`src/rtl/core/utf8_identifier_escaper_defines.svh`:
```
// ----------------------------------------------------------------------------
// UTF-8 identifier escaper: assertion macros
// Shared property wrappers on clk with a synchronous rst.
// ----------------------------------------------------------------------------
`ifndef UTF8_IDENTIFIER_ESCAPER_DEFINES_SVH
`define UTF8_IDENTIFIER_ESCAPER_DEFINES_SVH

// Consequent must hold in the same cycle as the antecedent
`define UIE_ASSERT_SAME(label, ante, cons, msg) \
  label: assert property (@(posedge clk) disable iff (rst) (ante) |-> (cons)) \
    else $error(msg);

// Consequent must hold in the cycle after the antecedent
`define UIE_ASSERT_NEXT(label, ante, cons, msg) \
  label: assert property (@(posedge clk) disable iff (rst) (ante) |=> (cons)) \
    else $error(msg);

`endif

```
`src/rtl/core/uie_pkg.sv`:
```
// ----------------------------------------------------------------------------
// UTF-8 identifier escaper package
// Widths, character and error codes, sequencer states and shared helpers.
// ----------------------------------------------------------------------------
`timescale 1ns / 1ps

package uie_pkg;

  localparam int BYTE_W     = 8;
  localparam int CHAR_W     = 7;
  localparam int ERR_W      = 2;
  localparam int CODE_W     = 31;
  localparam int PEND_W     = 3;
  localparam int DIGIT_W    = 4;
  localparam int BCD_DIGITS = 10;
  localparam int BCD_W      = BCD_DIGITS * DIGIT_W;
  localparam int CONV_STEPS = CODE_W;
  localparam int CONV_CNT_W = $clog2(CONV_STEPS);
  localparam int DIG_CNT_W  = $clog2(BCD_DIGITS + 1);

  // Error codes carried on a result
  localparam logic [ERR_W-1:0] ERR_NONE         = 2'd0;
  localparam logic [ERR_W-1:0] ERR_INVALID_LEAD = 2'd1;
  localparam logic [ERR_W-1:0] ERR_TRUNCATED    = 2'd2;

  // ASCII characters
  localparam logic [CHAR_W-1:0] CH_NUL        = 7'd0;
  localparam logic [CHAR_W-1:0] CH_PLUS       = 7'd43;
  localparam logic [CHAR_W-1:0] CH_MINUS      = 7'd45;
  localparam logic [CHAR_W-1:0] CH_ZERO       = 7'd48;
  localparam logic [CHAR_W-1:0] CH_NINE       = 7'd57;
  localparam logic [CHAR_W-1:0] CH_UPPER_A    = 7'd65;
  localparam logic [CHAR_W-1:0] CH_UPPER_Z    = 7'd90;
  localparam logic [CHAR_W-1:0] CH_UNDERSCORE = 7'd95;
  localparam logic [CHAR_W-1:0] CH_LOWER_A    = 7'd97;
  localparam logic [CHAR_W-1:0] CH_LOWER_Z    = 7'd122;

  // Lead byte upper bounds per sequence length
  localparam logic [BYTE_W-1:0] LEAD_MAX_1 = 8'h7F;
  localparam logic [BYTE_W-1:0] LEAD_MAX_2 = 8'hDF;
  localparam logic [BYTE_W-1:0] LEAD_MAX_3 = 8'hEF;
  localparam logic [BYTE_W-1:0] LEAD_MAX_4 = 8'hF7;
  localparam logic [BYTE_W-1:0] LEAD_MAX_5 = 8'hFB;
  localparam logic [BYTE_W-1:0] LEAD_MAX_6 = 8'hFD;
  localparam logic [BYTE_W-1:0] LEAD_MASK  = 8'h7F;
  localparam int                CONT_BITS  = 6;

  typedef enum logic [2:0] {
    S_IDLE,
    S_US2,
    S_END,
    S_CONV,
    S_DIGIT,
    S_CLOSE
  } state_t;

  typedef struct packed {
    logic load;
    logic step;
    logic shift;
  } bcd_ctrl_t;

  typedef struct packed {
    logic               conv_done;
    logic               skip;
    logic               last_digit;
    logic [DIGIT_W-1:0] top;
  } bcd_stat_t;

  // Characters that pass through unescaped: + - 0-9 A-Z a-z
  function automatic logic plain_char(input logic [CODE_W-1:0] code);
    logic               small_code;
    logic [CHAR_W-1:0]  c;
    small_code = (code[CODE_W-1:CHAR_W] == '0);
    c          = code[CHAR_W-1:0];
    return small_code &&
           ((c == CH_PLUS) || (c == CH_MINUS) ||
            ((c >= CH_ZERO) && (c <= CH_NINE)) ||
            ((c >= CH_UPPER_A) && (c <= CH_UPPER_Z)) ||
            ((c >= CH_LOWER_A) && (c <= CH_LOWER_Z)));
  endfunction

endpackage

```
`src/rtl/core/utf8_identifier_escaper.sv`:
```
// ----------------------------------------------------------------------------
// UTF-8 identifier escaper
// Decodes zero-terminated byte strings (optionally as UTF-8) and emits an
// identifier-safe ASCII stream, escaping other code points as _<decimal>_.
// ----------------------------------------------------------------------------
//   channel  | handshake                 | payload
//   ---------+---------------------------+------------------------------------
//   input    | in_valid / in_stall       | in_byte
//   output   | out_valid / out_stall     | out_char, char_valid, last_of_run,
//            |                           | string_end, error_code
//   config   | cfg_we                    | cfg_wdata (utf_mode)
//
// A plain character, a lead byte or a continuation byte is taken in S_IDLE.
// An escaped code converts in S_CONV, one bit per cycle through the shared
// BCD unit, emits digits in S_DIGIT (leading zeros skipped), one digit shift per
// cycle while the output is free, then closes in S_CLOSE.
// Reset is synchronous and clears the decoder state and utf_mode.
// Input is stalled while a run of results is being produced.
// ----------------------------------------------------------------------------
`timescale 1ns / 1ps

`include "utf8_identifier_escaper_defines.svh"

module utf8_identifier_escaper (
  input  logic                        clk,
  input  logic                        rst,
  input  logic                        cfg_we,
  input  logic                        cfg_wdata,
  input  logic                        in_valid,
  output logic                        in_stall,
  input  logic [uie_pkg::BYTE_W-1:0]  in_byte,
  output logic                        out_valid,
  input  logic                        out_stall,
  output logic [uie_pkg::CHAR_W-1:0]  out_char,
  output logic                        char_valid,
  output logic                        last_of_run,
  output logic                        string_end,
  output logic [uie_pkg::ERR_W-1:0]   error_code
);
  import uie_pkg::*;

  state_t            state;
  state_t            state_next;
  logic              utf_mode;
  logic [PEND_W-1:0] bytes_pending;
  logic [CODE_W-1:0] partial_code;
  logic              emitted_any;
  logic [ERR_W-1:0]  err_hold;

  logic              out_free;
  logic              in_acc;

  logic              is_end;
  logic              in_seq;
  logic              seq_done;
  logic              direct;
  logic              invalid_lead;
  logic              do_emit;
  logic              is_plain;
  logic [CODE_W-1:0] cont_code;
  logic [CODE_W-1:0] code_sel;
  logic [PEND_W-1:0] lead_len;
  logic [BYTE_W-1:0] lead_bits;

  logic              ld;
  logic [CHAR_W-1:0] ld_char;
  logic              ld_valid;
  logic              ld_last;
  logic              ld_end;
  logic [ERR_W-1:0]  ld_err;

  bcd_ctrl_t         bcd_ctrl;
  bcd_stat_t         bcd_stat;

  uie_bcd u_bcd (
    .clk        (clk),
    .rst        (rst),
    .ctrl       (bcd_ctrl),
    .load_value (code_sel),
    .stat       (bcd_stat)
  );

  // Handshake
  assign out_free = !out_valid || !out_stall;
  assign in_stall = (state != S_IDLE) || !out_free;
  assign in_acc   = in_valid && !in_stall;

  // Classify the incoming byte
  always_comb begin
    is_end       = (in_byte == '0);
    in_seq       = (bytes_pending != '0);
    seq_done     = (bytes_pending == PEND_W'(1));
    direct       = !utf_mode || (in_byte <= LEAD_MAX_1);
    invalid_lead = (in_byte > LEAD_MAX_6);
    cont_code    = {partial_code[CODE_W-CONT_BITS-1:0], in_byte[CONT_BITS-1:0]};
    code_sel     = in_seq ? cont_code : {{(CODE_W-BYTE_W){1'b0}}, in_byte};
    do_emit      = !is_end && (in_seq ? seq_done : direct);
    is_plain     = plain_char(code_sel);
    if (in_byte <= LEAD_MAX_2) begin
      lead_len = PEND_W'(2);
    end else if (in_byte <= LEAD_MAX_3) begin
      lead_len = PEND_W'(3);
    end else if (in_byte <= LEAD_MAX_4) begin
      lead_len = PEND_W'(4);
    end else if (in_byte <= LEAD_MAX_5) begin
      lead_len = PEND_W'(5);
    end else begin
      lead_len = PEND_W'(6);
    end
    lead_bits = in_byte & (LEAD_MASK >> lead_len);
  end

  // Next state
  always_comb begin
    state_next = state;
    unique case (state)
      S_IDLE: begin
        if (in_acc) begin
          if (is_end && !emitted_any) begin
            state_next = S_US2;
          end else if (do_emit && !is_plain) begin
            state_next = S_CONV;
          end
        end
      end
      S_US2: begin
        if (out_free) state_next = S_END;
      end
      S_END: begin
        if (out_free) state_next = S_IDLE;
      end
      S_CONV: begin
        if (bcd_stat.conv_done) state_next = S_DIGIT;
      end
      S_DIGIT: begin
        if (!bcd_stat.skip && out_free && bcd_stat.last_digit) state_next = S_CLOSE;
      end
      S_CLOSE: begin
        if (out_free) state_next = S_IDLE;
      end
      default: state_next = S_IDLE;
    endcase
  end

  // Result loads and converter control
  always_comb begin
    ld             = 1'b0;
    ld_char        = CH_UNDERSCORE;
    ld_valid       = 1'b1;
    ld_last        = 1'b0;
    ld_end         = 1'b0;
    ld_err         = ERR_NONE;
    bcd_ctrl       = '0;
    unique case (state)
      S_IDLE: begin
        if (in_acc) begin
          if (is_end) begin
            ld = 1'b1;
            if (emitted_any) begin
              ld_char  = CH_NUL;
              ld_valid = 1'b0;
              ld_last  = 1'b1;
              ld_end   = 1'b1;
              ld_err   = in_seq ? ERR_TRUNCATED : ERR_NONE;
            end
          end else if (do_emit) begin
            ld = 1'b1;
            if (is_plain) begin
              ld_char = code_sel[CHAR_W-1:0];
              ld_last = 1'b1;
            end else begin
              bcd_ctrl.load = 1'b1;
            end
          end else if (!in_seq && invalid_lead) begin
            ld       = 1'b1;
            ld_char  = CH_NUL;
            ld_valid = 1'b0;
            ld_last  = 1'b1;
            ld_err   = ERR_INVALID_LEAD;
          end
        end
      end
      S_US2: begin
        ld = out_free;
      end
      S_END: begin
        ld       = out_free;
        ld_char  = CH_NUL;
        ld_valid = 1'b0;
        ld_last  = 1'b1;
        ld_end   = 1'b1;
        ld_err   = err_hold;
      end
      S_CONV: begin
        bcd_ctrl.step = 1'b1;
      end
      S_DIGIT: begin
        if (bcd_stat.skip) begin
          bcd_ctrl.shift = 1'b1;
        end else if (out_free) begin
          ld             = 1'b1;
          ld_char        = CH_ZERO + {{(CHAR_W-DIGIT_W){1'b0}}, bcd_stat.top};
          bcd_ctrl.shift = 1'b1;
        end
      end
      S_CLOSE: begin
        ld      = out_free;
        ld_last = 1'b1;
      end
      default: ld = 1'b0;
    endcase
  end

  // Control registers
  always_ff @(posedge clk) begin
    if (rst) begin
      state         <= S_IDLE;
      utf_mode      <= 1'b0;
      bytes_pending <= '0;
      partial_code  <= '0;
      emitted_any   <= 1'b0;
      err_hold      <= ERR_NONE;
      out_valid     <= 1'b0;
    end else begin
      state <= state_next;
      if (cfg_we) utf_mode <= cfg_wdata;
      if (in_acc) begin
        if (is_end) begin
          bytes_pending <= '0;
          partial_code  <= '0;
          emitted_any   <= 1'b0;
          err_hold      <= in_seq ? ERR_TRUNCATED : ERR_NONE;
        end else if (in_seq) begin
          bytes_pending <= bytes_pending - PEND_W'(1);
          partial_code  <= seq_done ? '0 : cont_code;
          if (seq_done) emitted_any <= 1'b1;
        end else if (direct) begin
          emitted_any <= 1'b1;
        end else if (!invalid_lead) begin
          bytes_pending <= lead_len - PEND_W'(1);
          partial_code  <= {{(CODE_W-BYTE_W){1'b0}}, lead_bits};
        end
      end
      // Hold the beat until taken, then drop it
      if (ld) begin
        out_valid <= 1'b1;
      end else if (!out_stall) begin
        out_valid <= 1'b0;
      end
    end
  end

  // Output payload register
  always_ff @(posedge clk) begin
    if (ld) begin
      out_char    <= ld_char;
      char_valid  <= ld_valid;
      last_of_run <= ld_last;
      string_end  <= ld_end;
      error_code  <= ld_err;
    end
  end

  `UIE_ASSERT_SAME(a_end_beat_shape, out_valid && string_end, !char_valid && last_of_run && out_char == CH_NUL, "end beat must carry no character and close the run")
  `UIE_ASSERT_SAME(a_conv_holds_underscore, state == S_CONV && out_valid, out_char == CH_UNDERSCORE && !last_of_run, "opening underscore must be pending during conversion")
  `UIE_ASSERT_NEXT(a_end_clears_string, in_acc && is_end, !emitted_any && bytes_pending == '0, "string end must clear decoder state")
  `UIE_ASSERT_SAME(a_busy_no_pending_seq, state != S_IDLE && state != S_US2 && state != S_END, bytes_pending == '0, "escape run must not overlap a pending sequence")

endmodule

```
`src/rtl/core/uie_bcd.sv`:
```
// ----------------------------------------------------------------------------
// UTF-8 identifier escaper: decimal digit unit
// Shift-and-add-3 binary to BCD converter, one bit per cycle, followed by a
// digit shifter that presents digits most significant first.
// ----------------------------------------------------------------------------
`timescale 1ns / 1ps

module uie_bcd (
  input  logic                     clk,
  input  logic                     rst,
  input  uie_pkg::bcd_ctrl_t       ctrl,
  input  logic [uie_pkg::CODE_W-1:0] load_value,
  output uie_pkg::bcd_stat_t       stat
);
  import uie_pkg::*;

  logic [CODE_W-1:0]     bin;
  logic [BCD_W-1:0]      bcd;
  logic [BCD_W-1:0]      bcd_adj;
  logic [CONV_CNT_W-1:0] conv_cnt;
  logic [DIG_CNT_W-1:0]  dig_left;
  logic                  started;

  // Add 3 to every digit of 5 or more before the shift
  always_comb begin
    for (int i = 0; i < BCD_DIGITS; i++) begin
      if (bcd[i*DIGIT_W +: DIGIT_W] >= DIGIT_W'(5)) begin
        bcd_adj[i*DIGIT_W +: DIGIT_W] = bcd[i*DIGIT_W +: DIGIT_W] + DIGIT_W'(3);
      end else begin
        bcd_adj[i*DIGIT_W +: DIGIT_W] = bcd[i*DIGIT_W +: DIGIT_W];
      end
    end
  end

  // Payload: binary and BCD working registers
  always_ff @(posedge clk) begin
    if (ctrl.load) begin
      bin <= load_value;
      bcd <= '0;
    end else if (ctrl.step) begin
      bin <= {bin[CODE_W-2:0], 1'b0};
      bcd <= {bcd_adj[BCD_W-2:0], bin[CODE_W-1]};
    end else if (ctrl.shift) begin
      bcd <= {bcd[BCD_W-DIGIT_W-1:0], {DIGIT_W{1'b0}}};
    end
  end

  // Control: step and digit counters, leading-zero tracking
  always_ff @(posedge clk) begin
    if (rst) begin
      conv_cnt <= '0;
      dig_left <= '0;
      started  <= 1'b0;
    end else if (ctrl.load) begin
      conv_cnt <= '0;
      dig_left <= DIG_CNT_W'(BCD_DIGITS);
      started  <= 1'b0;
    end else if (ctrl.step) begin
      conv_cnt <= conv_cnt + CONV_CNT_W'(1);
    end else if (ctrl.shift) begin
      dig_left <= dig_left - DIG_CNT_W'(1);
      started  <= started | !stat.skip;
    end
  end

  always_comb begin
    stat.top        = bcd[BCD_W-1 -: DIGIT_W];
    stat.conv_done  = (conv_cnt == CONV_CNT_W'(CONV_STEPS - 1));
    stat.last_digit = (dig_left == DIG_CNT_W'(1));
    stat.skip       = (stat.top == '0) && !started && (dig_left > DIG_CNT_W'(1));
  end

endmodule
```
`config.mk`:
```
export PLATFORM = sky130hd
export DESIGN_NAME = utf8_identifier_escaper
export DESIGN_NICKNAME = d
export VERILOG_FILES = /design/src/rtl/core/uie_pkg.sv /design/src/rtl/core/utf8_identifier_escaper.sv /design/src/rtl/core/uie_bcd.sv
export VERILOG_INCLUDE_DIRS = /design/src /design/src/rtl/core
export SDC_FILE = /design/constraint.sdc
export NUM_CORES = 1
export LEC_CHECK = 0
export BUFFER_PORTS_ARGS = -buffer_cell sky130_fd_sc_hd__buf_4
export CORE_UTILIZATION = 62
export DETAILED_ROUTE_END_ITERATION = 10
export MAX_ROUTING_LAYER = met4
export PLACE_DENSITY = 0.8
export SLEW_MARGIN = 20
export SYNTH_ARGS = -nofsm -noshare
export SYNTH_HDL_FRONTEND = slang
export SYNTH_SLANG_ARGS = --single-unit
```
`constraint.sdc`:
```
create_clock -name clk -period 3.6 [get_ports clk]
set_input_delay 0.72 -clock clk [delete_from_list [all_inputs] [get_ports clk]]
set_output_delay 0.72 -clock clk [all_outputs]
set_load 0.02 [all_outputs]
```
==> impl_metrics.json, run 1 <==
{
  "avgSynthCellArea_um2": 8.50,
  "ys_top_cells_by_area": "dfxtp_1 (25%), edfxtp_1 (19%), nand2_1 (7.5%)",
  "async_reset_ff_frac": 0,
  "p_switching_mw": 1.77,
  "clk_path_buf_depth": 2,
  "finalClockSkew_ns": 0.00623,
  "area_delta_synth_final_pct": 12.8,
  "slew_headroom": 0.479,
  "ys_types": 62,
  "ant_nets": 0,
  "yosysSeqAreaShare": 0.445,
  "power.density_nw_per_um2": 695,
  "ys_warn_count": 0,
  "fin_area_um2": 7580,
  "post-cts-setup-buffer-count": 0,
  "via_per_inst": 6.37,
  "cts_tree": "yes",
  "finalSetupViolCount": 0,
  "intPower_mw": 3.50,
  "ys_seq_elements": 128,
  "clk_pin_slew_ns": 0.06,
  "wirelength_mm": 16.0,
  "coreArea_um2": 10400,
  "grt_pass1_vias": 5695,
  "fill_cells": 761,
  "drive_above_1_share": 0.105,
  "antenna_cells": 0,
  "clock_power_share": 0.340,
  "fin_nets": 842,
  "hold_buffers": 0,
  "status": "finished, final reports clean",
  "synth_edf_count": 43,
  "hold_ws_ns": 0.431,
  "yosysTopAreaCellShare": 0.253,
  "final_common_cell": "nand2_1",
  "crit_top_cell": "nand2b_1",
  "ir_drop_uv": 548,
  "crit_slowest_cell": "buf_4",
  "switching_share": 0.335,
  "num_vias": 6032,
  "cpPeakStageDelay_ns": 0.41,
  "fin_util": 0.728,
  "post-route-drc-count": 0,
  "synth_top_flop_cell": "dfxtp_1",
  "fp.dieW_um": 106,
  "cts_resized": 0,
  "final_cells": 947,
  "io_pins": 28,
  "p_seq_frac": 0.389,
  "hold_viol_final": 0,
  "rsz0062_at_grt": "no",
  "grt_remaining_overflow": 0,
  "required_ns": 4.04,
  "maxCapViolCount": 0,
  "max_freq_mhz": 349,
  "worstPathMaxFanout": 55,
  "placed_cells": 915,
  "worst_setup_path_start_kind": "flip-flop",
  "cp-end-kind": "flip-flop",
  "fin_setup_tns_ns": 0,
  "fin_crit_sh": 0.797,
  "fp.dieH_um": 106,
  "core.rowCount": 37,
  "share_comb_of_total_power": 0.271,
  "clk_latency_ns": 0.53,
  "netlist_instances": 791,
  "clock-sinks": 128,
  "pre_cts_ws_ns": 0.534,
  "hold_path_class": "input port to flip-flop",
  "crit_chain": "inv_1, ha_1, nand2b_1, a21boi_1, o22ai_1, a21o_1, buf_4, nand2b_1, a211oi_2",
  "grt_usage": 0.310,
  "grt_pass1_wl_mm": 27.0,
  "final_cell_mix": "nand2_1 (135), a21oi_1 (96), dfxtp_1 (85), edfxtp_1 (43), nor2_1 (42)",
  "worstSetupPathType": "flip-flop to flip-flop",
  "finalCriticalPeriod_ns": 2.87,
  "setup_ws_ns": 0.732,
  "syn_nets": 835,
  "multi_input_area_um2": 3380,
  "start_util": 0.645,
  "power_mw": 5.27,
  "leakagePower_nw": 2.63,
  "wl_per_cell_um": 16.9,
  "drt_iter0_markers": 559,
  "crit_arrival_ns": 3.31,
  "synth_top_area_cell": "dfxtp_1",
  "place_area_um2": 6970,
  "syn-cell-area_um2": 6720,
  "gp_congestion": 0.963,
  "io_buffers": 27,
  "antenna_found_initial": 0,
  "cts_made_buffers": 17,
  "die-area_um2": 11300,
  "dr.pass1.iters": 6,
  "seq_area_um2": 2990,
  "grt_max_degree": 56,
  "root_buffer": "clkbuf_8",
  "hpwl_mm": 10.4,
  "slew_viol_final": 0,
  "htreeDepth": 4,
  "max_slew.worst_pin.slew_ns": 0.782
}
-- power groups by stage --
stage	clock, mW	combinational [mW]	sequential, mW
floorplan	0	0.946	2.11
global placement	0	1.37	2.06
detailed placement	0	1.41	2.07
CTS	1.80	1.43	2.04
global route	1.86	1.58	2.08
finish	1.79	1.43	2.05
-- cell usage after synthesis, drive strengths merged, types with 2 or more instances --
master and count:
nand2 135, a21oi 98, dfxtp 85, o21ai 63, edfxtp 43, nor2 43, nand3 33, ha 30
buf 28, inv 28, clkbuf 23, o22ai 21, nor3 20, nand2b 14, a32oi 12, xnor2 12
a22oi 10, nor4 9, nand4 8, nor3b 8, a211oi 7, and2 7, xor2 7, a31oi 5
nor2b 4, a221oi 3, and3 3, o2111ai 3, a21boi 2, a21o 2, mux2i 2, nand3b 2
o211ai 2, o311ai 2, or2 2, or4 2
-- per-layer routing --
layer / GRT usage / part of all wire
met1: 0.393 / 0.43
met2: 0.491 / 0.48
met3: 0.0497 / 0.063
met4: 0.134 / 0.024
met5: - / 0
-- flip-flops by register name (all words and copies together), names as in the netlist, 2 cells and up --
register and count:
u_bcd.bcd 40, u_bcd.bin 31, partial_code 25, out_char 7, u_bcd.conv_cnt 5, u_bcd.dig_left 4, bytes_pending 3, state 3
error_code 2
-- logic make-up after synthesis --
group,share of synthesized area
compound gates,0.211
xor+xnor,0.0248
fa+ha+maj,0.0558
buf+inv,0.0536
flops,0.445
mux,0.00298
simple gates,0.207
-- final timing paths --
path                            startpoint                              to  slack (ns)  cells after the start
max reg2reg  bytes_pending[0]$_SDFFE_PP0P_  u_bcd.conv_cnt[1]$_SDFFE_PP0P_        0.73                      9
max          bytes_pending[0]$_SDFFE_PP0P_  u_bcd.conv_cnt[1]$_SDFFE_PP0P_        0.73                      9
min                              cfg_wdata           utf_mode$_SDFFE_PP0P_        0.43                      3
min reg2reg  bytes_pending[1]$_SDFFE_PP0P_   bytes_pending[1]$_SDFFE_PP0P_        0.45                      2
-- critical path, delay by kind of cell (launching register included) --
kind,cells,cell delay (ns)
AO/OA/AOI/OAI,4,1.00
adder cells (fa/ha/maj),1,0.27
buffers and inverters,2,0.50
flip-flops,1,0.35
AND/OR/NAND/NOR,2,0.66
-- cell type report --
type                       count  share of cell area
clock buffer                  18              0.0564
multi-input combinational    584               0.446
tap                          136              0.0224
clock inverter                14              0.0249
timing repair buffer          39              0.0419
inverter                      28              0.0139
sequential                   128               0.395
Note: power is estimated with default switching activity, not from simulation.
==> run 2, diff against run 1 <==
- ABC_AREA: not set -> 1
- clock period: 3.6 -> 2.78 ns (I/O delays scaled with it)
==> run 2 against run 1 <==
Effect of this change:
- critical path depth rose by 7
- worst setup slack got worse by 0.44 ns
- sequential power rose by 37%
- sequential share of layout area fell by 1.2 points
- register-to-register slack got worse by 0.44 ns
- routed wire length fell by 3.4%
- maximum frequency rose by 15%
- clock power rose by 22%
- combinational power rose by 91%
- via count rose by 2.0%
==> impl_metrics.json, run 2 <==
{
  "p_seq_frac": 0.362,
  "die-area_um2": 11700,
  "top_regs": "u_bcd.bcd: 40 flops, u_bcd.bin: 31 flops, partial_code: 25 flops",
  "p_switching_mw": 2.94,
  "syn-cell-area_um2": 6960,
  "cts_made_buffers": 17,
  "required_ns": 3.25,
  "fp.dieH_um": 108,
  "switching_share": 0.381,
  "clock_power_share": 0.283,
  "grt_pass1_wl_mm": 25.3,
  "yosysSeqAreaShare": 0.430,
  "io_pins": 28,
  "hold_buffers": 0,
  "wirelength_mm": 15.5,
  "netlist_instances": 893,
  "final_common_cell": "nand2_1",
  "intPower_mw": 4.77,
  "antenna_cells": 0,
  "coreArea_um2": 10900,
  "synth_edf_count": 43,
  "fill_cells": 837,
  "io_buffers": 27,
  "start_util": 0.639,
  "r2r_end": "u_bcd.conv_cnt[0]$_SDFFE_PP0P_",
  "clk_pin_slew_ns": 0.06,
  "worst_setup_path_start_kind": "flip-flop",
  "avgSynthCellArea_um2": 7.79,
  "drt_iter0_markers": 504,
  "area_delta_synth_final_pct": 12.3,
  "cp-end-kind": "flip-flop",
  "maxCapViolCount": 0,
  "htreeDepth": 4,
  "via_per_inst": 5.76,
  "crit_slowest_cell": "dfxtp_1",
  "grt_max_degree": 41,
  "clk_latency_ns": 0.55,
  "post-route-drc-count": 0,
  "status": "finished, final reports clean",
  "root_buffer": "clkbuf_8",
  "max_freq_mhz": 401,
  "cpPeakStageDelay_ns": 0.36,
  "fp.dieW_um": 108,
  "gp_congestion": 0.923,
  "regMostFlops": "u_bcd.bcd",
  "async_reset_ff_frac": 0,
  "slew_viol_final": 0,
  "final_cell_mix": "nand2_1 (186), inv_1 (121), dfxtp_1 (85), o21ai_0 (80), nand3_1 (77)",
  "hpwl_mm": 10.5,
  "path_buf_inv": 3,
  "drive_above_1_share": 0.124,
  "grt_remaining_overflow": 0,
  "crit_chain": "inv_1, ha_1, nand2_8, nand2_1, nand2_1, nand2_1, nor2_1, nand2_1, nor2_1, nand2_1, nand2_2, nor2_4, inv_2, buf_6, nand2_2, a21oi_1",
  "power_mw": 7.71,
  "num_vias": 6155,
  "max_slew.worst_pin.slew_ns": 0.617,
  "clk_path_buf_depth": 2,
  "synth_top_area_cell": "dfxtp_1",
  "ir_drop_uv": 1050,
  "fin_nets": 959,
  "finalClockSkew_ns": 0.00734,
  "r2r_cells": 16,
  "syn_nets": 937,
  "crit_top_cell": "nand2_1",
  "path_depth": 16,
  "r2r_setup_slack_ns": 0.29,
  "startpoint": "bytes_pending[0]$_SDFFE_PP0P_",
  "cts_tree": "yes",
  "ys_seq_elements": 128,
  "power.density_nw_per_um2": 987,
  "crit_arrival_ns": 2.96,
  "synthMostInstantiatedCell": "nand2_1",
  "share_comb_of_total_power": 0.354,
  "finalCriticalPeriod_ns": 2.49,
  "fin_setup_tns_ns": 0,
  "ys_top_cells_by_area": "dfxtp_1 (24%), edfxtp_1 (19%), nand2_1 (10%)",
  "clock-sinks": 128,
  "synthTopCellsByCount": "nand2_1 (186), inv_1 (121), dfxtp_1 (85), o21ai_0 (80), nand3_1 (77)",
  "worstPathMaxFanout": 36,
  "wl_per_cell_um": 14.5,
  "ys_warn_count": 0,
  "fin_crit_sh": 0.896,
  "reg2reg_from": "bytes_pending[0]$_SDFFE_PP0P_",
  "grt_usage": 0.289,
  "hold_viol_final": 0,
  "finalSetupViolCount": 0,
  "ys_types": 36,
  "leakagePower_nw": 3.38,
  "core.rowCount": 38,
  "worstSetupPathType": "flip-flop to flip-flop",
  "rsz0062_at_grt": "no",
  "antenna_found_initial": 0,
  "ant_nets": 0,
  "endpoint": "u_bcd.conv_cnt[0]$_SDFFE_PP0P_",
  "hold_path_class": "input port to flip-flop",
  "slew_headroom": 0.588,
  "largest_register_ffs": 40,
  "dr.pass1.iters": 5,
  "grt_pass1_vias": 5625,
  "synth_top_flop_cell": "dfxtp_1",
  "cp_top_family": "simple AND/OR/NAND/NOR gates",
  "yosysTopAreaCellShare": 0.245
}
run 2: per-layer routing:
layer  vias to the layer above  track usage  wire (µm)
met1                      2906        0.345       6840
met2                       171        0.468       7550
met3                        28       0.0699        762
met5                         -            -          0
met4                         0        0.123        341
li1                       3050            -          -
run 2: what timing repair did:
action | in CTS | in global routing
cloned | 1 | 0
buffers inserted | 0 | 1
setup endpoints to repair | 3 | 89
pin swaps | 1 | 1
hold endpoints to repair | 0 | 0
gates resized for setup | 0 | 4
run 2: power by group through the flow:
| stage | combinational (mW) | clock, mW | sequential (mW) |
|---|---|---|---|
| floorplan | 1.96 | 0 | 2.90 |
| global placement | 2.53 | 0 | 2.81 |
| detailed placement | 2.63 | 0 | 2.82 |
| CTS | 2.67 | 2.21 | 2.79 |
| global route | 3.05 | 2.28 | 2.83 |
| finish | 2.73 | 2.19 | 2.80 |
run 2: worst register-to-register path, stage by stage, from the launching register on:
cell and delay [ns]:
dfxtp_1 0.36, inv_1 0.09, ha_1 0.29, nand2_8 0.22
nand2_1 0.09, nand2_1 0.12, nand2_1 0.06, nor2_1 0.09
nand2_1 0.07, nor2_1 0.08, nand2_1 0.08, nand2_2 0.15
nor2_4 0.06, inv_2 0.09, buf_6 0.23, nand2_2 0.16
a21oi_1 0.18
run 2: how the worst min path moves through the flow:
| stage | start | endpoint | slack [ns] | cells after the start |
|---|---|---|---|---|
| 2_1_floorplan | err_hold[1]$_SDFFE_PP0P_ | err_hold[1]$_SDFFE_PP0P_ | 0.43 | 2 |
| 3_3_place_gp | err_hold[1]$_SDFFE_PP0P_ | err_hold[1]$_SDFFE_PP0P_ | 0.45 | 2 |
| 3_5_place_dp | err_hold[1]$_SDFFE_PP0P_ | err_hold[1]$_SDFFE_PP0P_ | 0.45 | 2 |
| 4_1_cts | cfg_we | utf_mode$_SDFFE_PP0P_ | 0.17 | 2 |
| 5_1_grt | cfg_we | utf_mode$_SDFFE_PP0P_ | 0.18 | 2 |
| 6_report | cfg_we | utf_mode$_SDFFE_PP0P_ | 0.20 | 2 |
run 2: through the flow:
step | setup slack, ns | utilization | hold slack, ns | area, µm² | instances
5_1_grt | 0.0566 | 0.718 | 0.180 | 7810 | 1068
3_5_place_dp | 0.00247 | 0.660 | 0.449 | 7190 | 1034
2_1_floorplan | 0.00147 | - | 0.430 | 6960 | 893
3_3_place_gp | 0.195 | 0.660 | 0.447 | 7190 | 1034
4_1_cts | 0.0627 | 0.715 | 0.173 | 7790 | 1067
6_report | 0.289 | 0.718 | 0.197 | 7810 | 1068
run 2: kinds of logic after synthesis:
kind of cell,after synthesis,synth area share
compound gates,215,0.183
xor+xnor,14,0.0176
fa+ha+maj,30,0.0539
buf+inv,172,0.108
flops,128,0.430
simple gates,334,0.208
run 2: final cells by class:
cell class | count | area (µm²) | share of cell area
Tap cell | 140 | 175 | 0.0224
Clock inverter | 11 | 98.8 | 0.0127
Timing Repair Buffer | 40 | 320 | 0.0410
Sequential cell | 128 | 2990 | 0.383
Multi-Input combinational cell | 594 | 3230 | 0.414
Inverter | 134 | 503 | 0.0644
Clock buffer | 21 | 492 | 0.0629
==> run 3, diff against run 2 <==
--- a/config.mk
+++ b/config.mk
@@ -8,11 +8,12 @@
 export LEC_CHECK = 0
 export ABC_AREA = 1
-export BUFFER_PORTS_ARGS = -buffer_cell sky130_fd_sc_hd__buf_4
-export CORE_UTILIZATION = 62
+export BUFFER_PORTS_ARGS = -buffer_cell sky130_fd_sc_hd__buf_2
+export CORE_UTILIZATION = 63
 export DETAILED_ROUTE_END_ITERATION = 10
 export MAX_ROUTING_LAYER = met4
-export PLACE_DENSITY = 0.8
+export PLACE_DENSITY = 0.81
 export SLEW_MARGIN = 20
 export SYNTH_ARGS = -nofsm -noshare
 export SYNTH_HDL_FRONTEND = slang
+export SYNTH_HIERARCHICAL = 1
 export SYNTH_SLANG_ARGS = --single-unit
==> constraint.sdc (replaced) <==
create_clock -name clk -period 2.78 [get_ports clk]
set_input_delay 0.556 -clock clk [delete_from_list [all_inputs] [get_ports clk]]
set_output_delay 0.556 -clock clk [all_outputs]
set_load 0.1 [all_outputs]
==> run 3 against run 2 <==
Effect of this change:
- global-route usage grew 0.33 points
- clock power fell by 3%
- critical path type unchanged
- highest routed layer unchanged
- worst setup slack improved by 0.046 ns
- die area rose by 8.2%
- synthesized cell count rose by 18%
- worst hold slack improved by 0.14 ns
- maximum frequency up 1.9%
- via count rose by 10%
==> impl_metrics.json, run 3 <==
{
  "status": "finished, final reports clean",
  "top_regs": "u_bcd/bcd: 40 flops, u_bcd/bin: 31 flops, partial_code: 25 flops",
  "ant_nets": 0,
  "crit_slowest_cell": "dfxtp_1",
  "fin_nets": 1118,
  "syn_nets": 1102,
  "fp.dieW_um": 112,
  "synthAdderAreaFrac": 0.0490,
  "clk_path_buf_depth": 2,
  "root_buffer": "clkbuf_16",
  "cts_tree": "yes",
  "drive_above_1_share": 0.160,
  "max_freq_mhz": 409,
  "power.density_nw_per_um2": 1060,
  "dr.pass1.iters": 5,
  "fin_crit_sh": 0.879,
  "path_buf_inv": 3,
  "wl_per_cell_um": 13.7,
  "worst_setup_path_start_kind": "flip-flop",
  "synthTopCellsByCount": "nand2_1 (298), inv_1 (116), nor2_1 (90), dfxtp_1 (85), nand3_1 (66)",
  "avgSynthCellArea_um2": 7.24,
  "grt_max_degree": 57,
  "post-route-drc-count": 0,
  "slew_headroom": 0.378,
  "finalSetupViolCount": 0,
  "cpPeakStageDelay_ns": 0.32,
  "fill_cells": 955,
  "worstSetupPathType": "flip-flop to flip-flop",
  "ys_warn_count": 6,
  "worstPathMaxFanout": 18,
  "syn-cell-area_um2": 7660,
  "grt_pass1_wl_mm": 29.0,
  "grt_remaining_overflow": 0,
  "ir_drop_uv": 1060,
  "slew_viol_final": 0,
  "clk_pin_slew_ns": 0.05,
  "netlist_instances": 1058,
  "gp_congestion": 0.907,
  "grt_pass1_vias": 6306,
  "crit_chain": "inv_1, ha_2, nand2_4, o21ai_0, nand3_1, nor2_1, nand3_2, nand2_2, nor2_4, buf_4, nor2_2, inv_1, nor3_1",
  "fp.dieH_um": 112,
  "drt_iter0_markers": 552,
  "hold_path_class": "input port to flip-flop",
  "synth-compound-area-share": 0.156,
  "finalClockSkew_ns": 0.00811,
  "io_buffers": 27,
  "largest_register_ffs": 40,
  "regMostFlops": "u_bcd/bcd",
  "grt_usage": 0.293,
  "synth_top_flop_cell": "dfxtp_1",
  "final_common_cell": "nand2_1",
  "antenna_cells": 0,
  "async_reset_ff_frac": 0,
  "via_per_inst": 5.52,
  "ys_top_cells_by_area": "dfxtp_1 (22%), edfxtp_1 (17%), nand2_1 (15%)",
  "intPower_mw": 5.02,
  "io_pins": 28,
  "synth_top_area_cell": "dfxtp_1",
  "placed_cells": 1198,
  "leakagePower_nw": 3.65,
  "clock_power_share": 0.237,
  "synthMuxAreaShare": 0,
  "clk_latency_ns": 0.42,
  "max_slew.worst_pin.slew_ns": 0.931,
  "final_cell_mix": "nand2_1 (297), inv_1 (116), nor2_1 (89), dfxtp_1 (84), nand3_1 (66)",
  "start_util": 0.660,
  "num_vias": 6787,
  "synth_edf_count": 43,
  "synthMostInstantiatedCell": "nand2_1",
  "wirelength_mm": 16.9,
  "core.rowCount": 39,
  "cts_made_buffers": 17,
  "maxCapViolCount": 0,
  "coreArea_um2": 11600,
  "die-area_um2": 12600,
  "cp_top_family": "simple AND/OR/NAND/NOR gates",
  "p_switching_mw": 3.91,
  "area_delta_synth_final_pct": 9.96,
  "synth_xor_area_frac": 0.00229,
  "required_ns": 3.11,
  "hpwl_mm": 11.1,
  "cp-end-kind": "flip-flop",
  "yosys.area_share.simple": 0.289,
  "antenna_found_initial": 0,
  "ys_seq_elements": 128,
  "ys_types": 41,
  "yosysSeqAreaShare": 0.391,
  "rsz0062_at_grt": "no",
  "hold_viol_final": 0,
  "fin_setup_tns_ns": 0,
  "crit_top_cell": "inv_1",
  "clock-sinks": 128,
  "p_seq_frac": 0.332,
  "crit_arrival_ns": 2.78,
  "htreeDepth": 4,
  "yosysTopAreaCellShare": 0.222,
  "share_comb_of_total_power": 0.431,
  "switching_share": 0.438,
  "finalCriticalPeriod_ns": 2.44,
  "final_cells": 1230,
  "synth_top_family_by_area": "simple AND/OR/NAND/NOR gates"
}
[run 3: cell types whose count changed in the layout (fill, tap and decap cells not counted), moves of 25 or more]
cell and delta:
nand2_1 +111, buf_2 +27, o21ai_0 -47, inv_2 +25
o221ai_1 -36, buf_4 -29, nor2_1 +47
[run 3: layout make-up]
| type | instances | area, µm² | area share |
|---|---|---|---|
| Clock buffer | 26 | 509 | 0.0604 |
| Clock inverter | 6 | 56.3 | 0.00668 |
| Inverter | 156 | 588 | 0.0698 |
| Multi-Input combinational cell | 732 | 3820 | 0.454 |
| Sequential cell | 128 | 2990 | 0.355 |
| Tap cell | 143 | 179 | 0.0212 |
| Timing Repair Buffer | 39 | 275 | 0.0327 |
[run 3: cell families after synthesis]
| logic type | count (synthesis) |
|---|---|
| buffers and inverters | 198 |
| xor gates and xnor gates | 2 |
| and+or+nand+nor | 514 |
| adders and majority gates | 30 |
| DFF | 128 |
| AOI/OAI and AO/OA | 186 |
[run 3: repair_timing]
item                       4_1_cts  5_1_grt
resized for setup                0        1
buffers inserted                 0        0
setup endpoints to repair        0        1
hold buffers                     0        0
[run 3: layer usage]
layer,GRT usage,routed length [µm]
met5,-,0
met4,0.120,401
met3,0.0589,876
met2,0.458,7920
met1,0.372,7670
[run 3: path summary, 6_finish.rpt]
path / slack [ns] / depth (start not counted) / endpoint / startpoint
hold / removal: 0.34 / 2 / utf_mode$_SDFFE_PP0P_ / cfg_we
hold reg to reg: 0.47 / 2 / u_bcd/bcd[1]$_SDFFE_PP0P_ / u_bcd/bcd[1]$_SDFFE_PP0P_
setup reg to reg: 0.34 / 13 / u_bcd/conv_cnt[4]$_SDFFE_PP0P_ / bytes_pending[0]$_SDFFE_PP0P_
setup / recovery: 0.34 / 13 / u_bcd/conv_cnt[4]$_SDFFE_PP0P_ / bytes_pending[0]$_SDFFE_PP0P_
[run 3: power groups by stage]
| stage | Combinational [mW] | Clock, mW | Sequential (mW) |
|---|---|---|---|
| 3_3_place_gp | 3.75 | 0 | 2.97 |
| 5_1_grt | 4.24 | 2.23 | 3.02 |
| 2_1_floorplan | 2.47 | 0 | 3.61 |
| 6_report | 3.85 | 2.12 | 2.96 |
| 4_1_cts | 3.84 | 2.14 | 2.95 |
| 3_5_place_dp | 3.81 | 0 | 2.99 |
[run 3: per-stage QoR]
step	hold WS [ns]	setup slack, ns	total power [mW]	util	instance area [µm²]
6_report	0.336	0.335	8.93	0.725	8420
5_1_grt	0.337	0.0608	9.49	0.725	8420
4_1_cts	0.333	0.290	8.93	0.725	8420
3_5_place_dp	0.457	0.307	6.79	0.676	7860
3_3_place_gp	0.453	0.307	6.72	0.676	7860
2_1_floorplan	0.443	0.205	6.08	-	7660
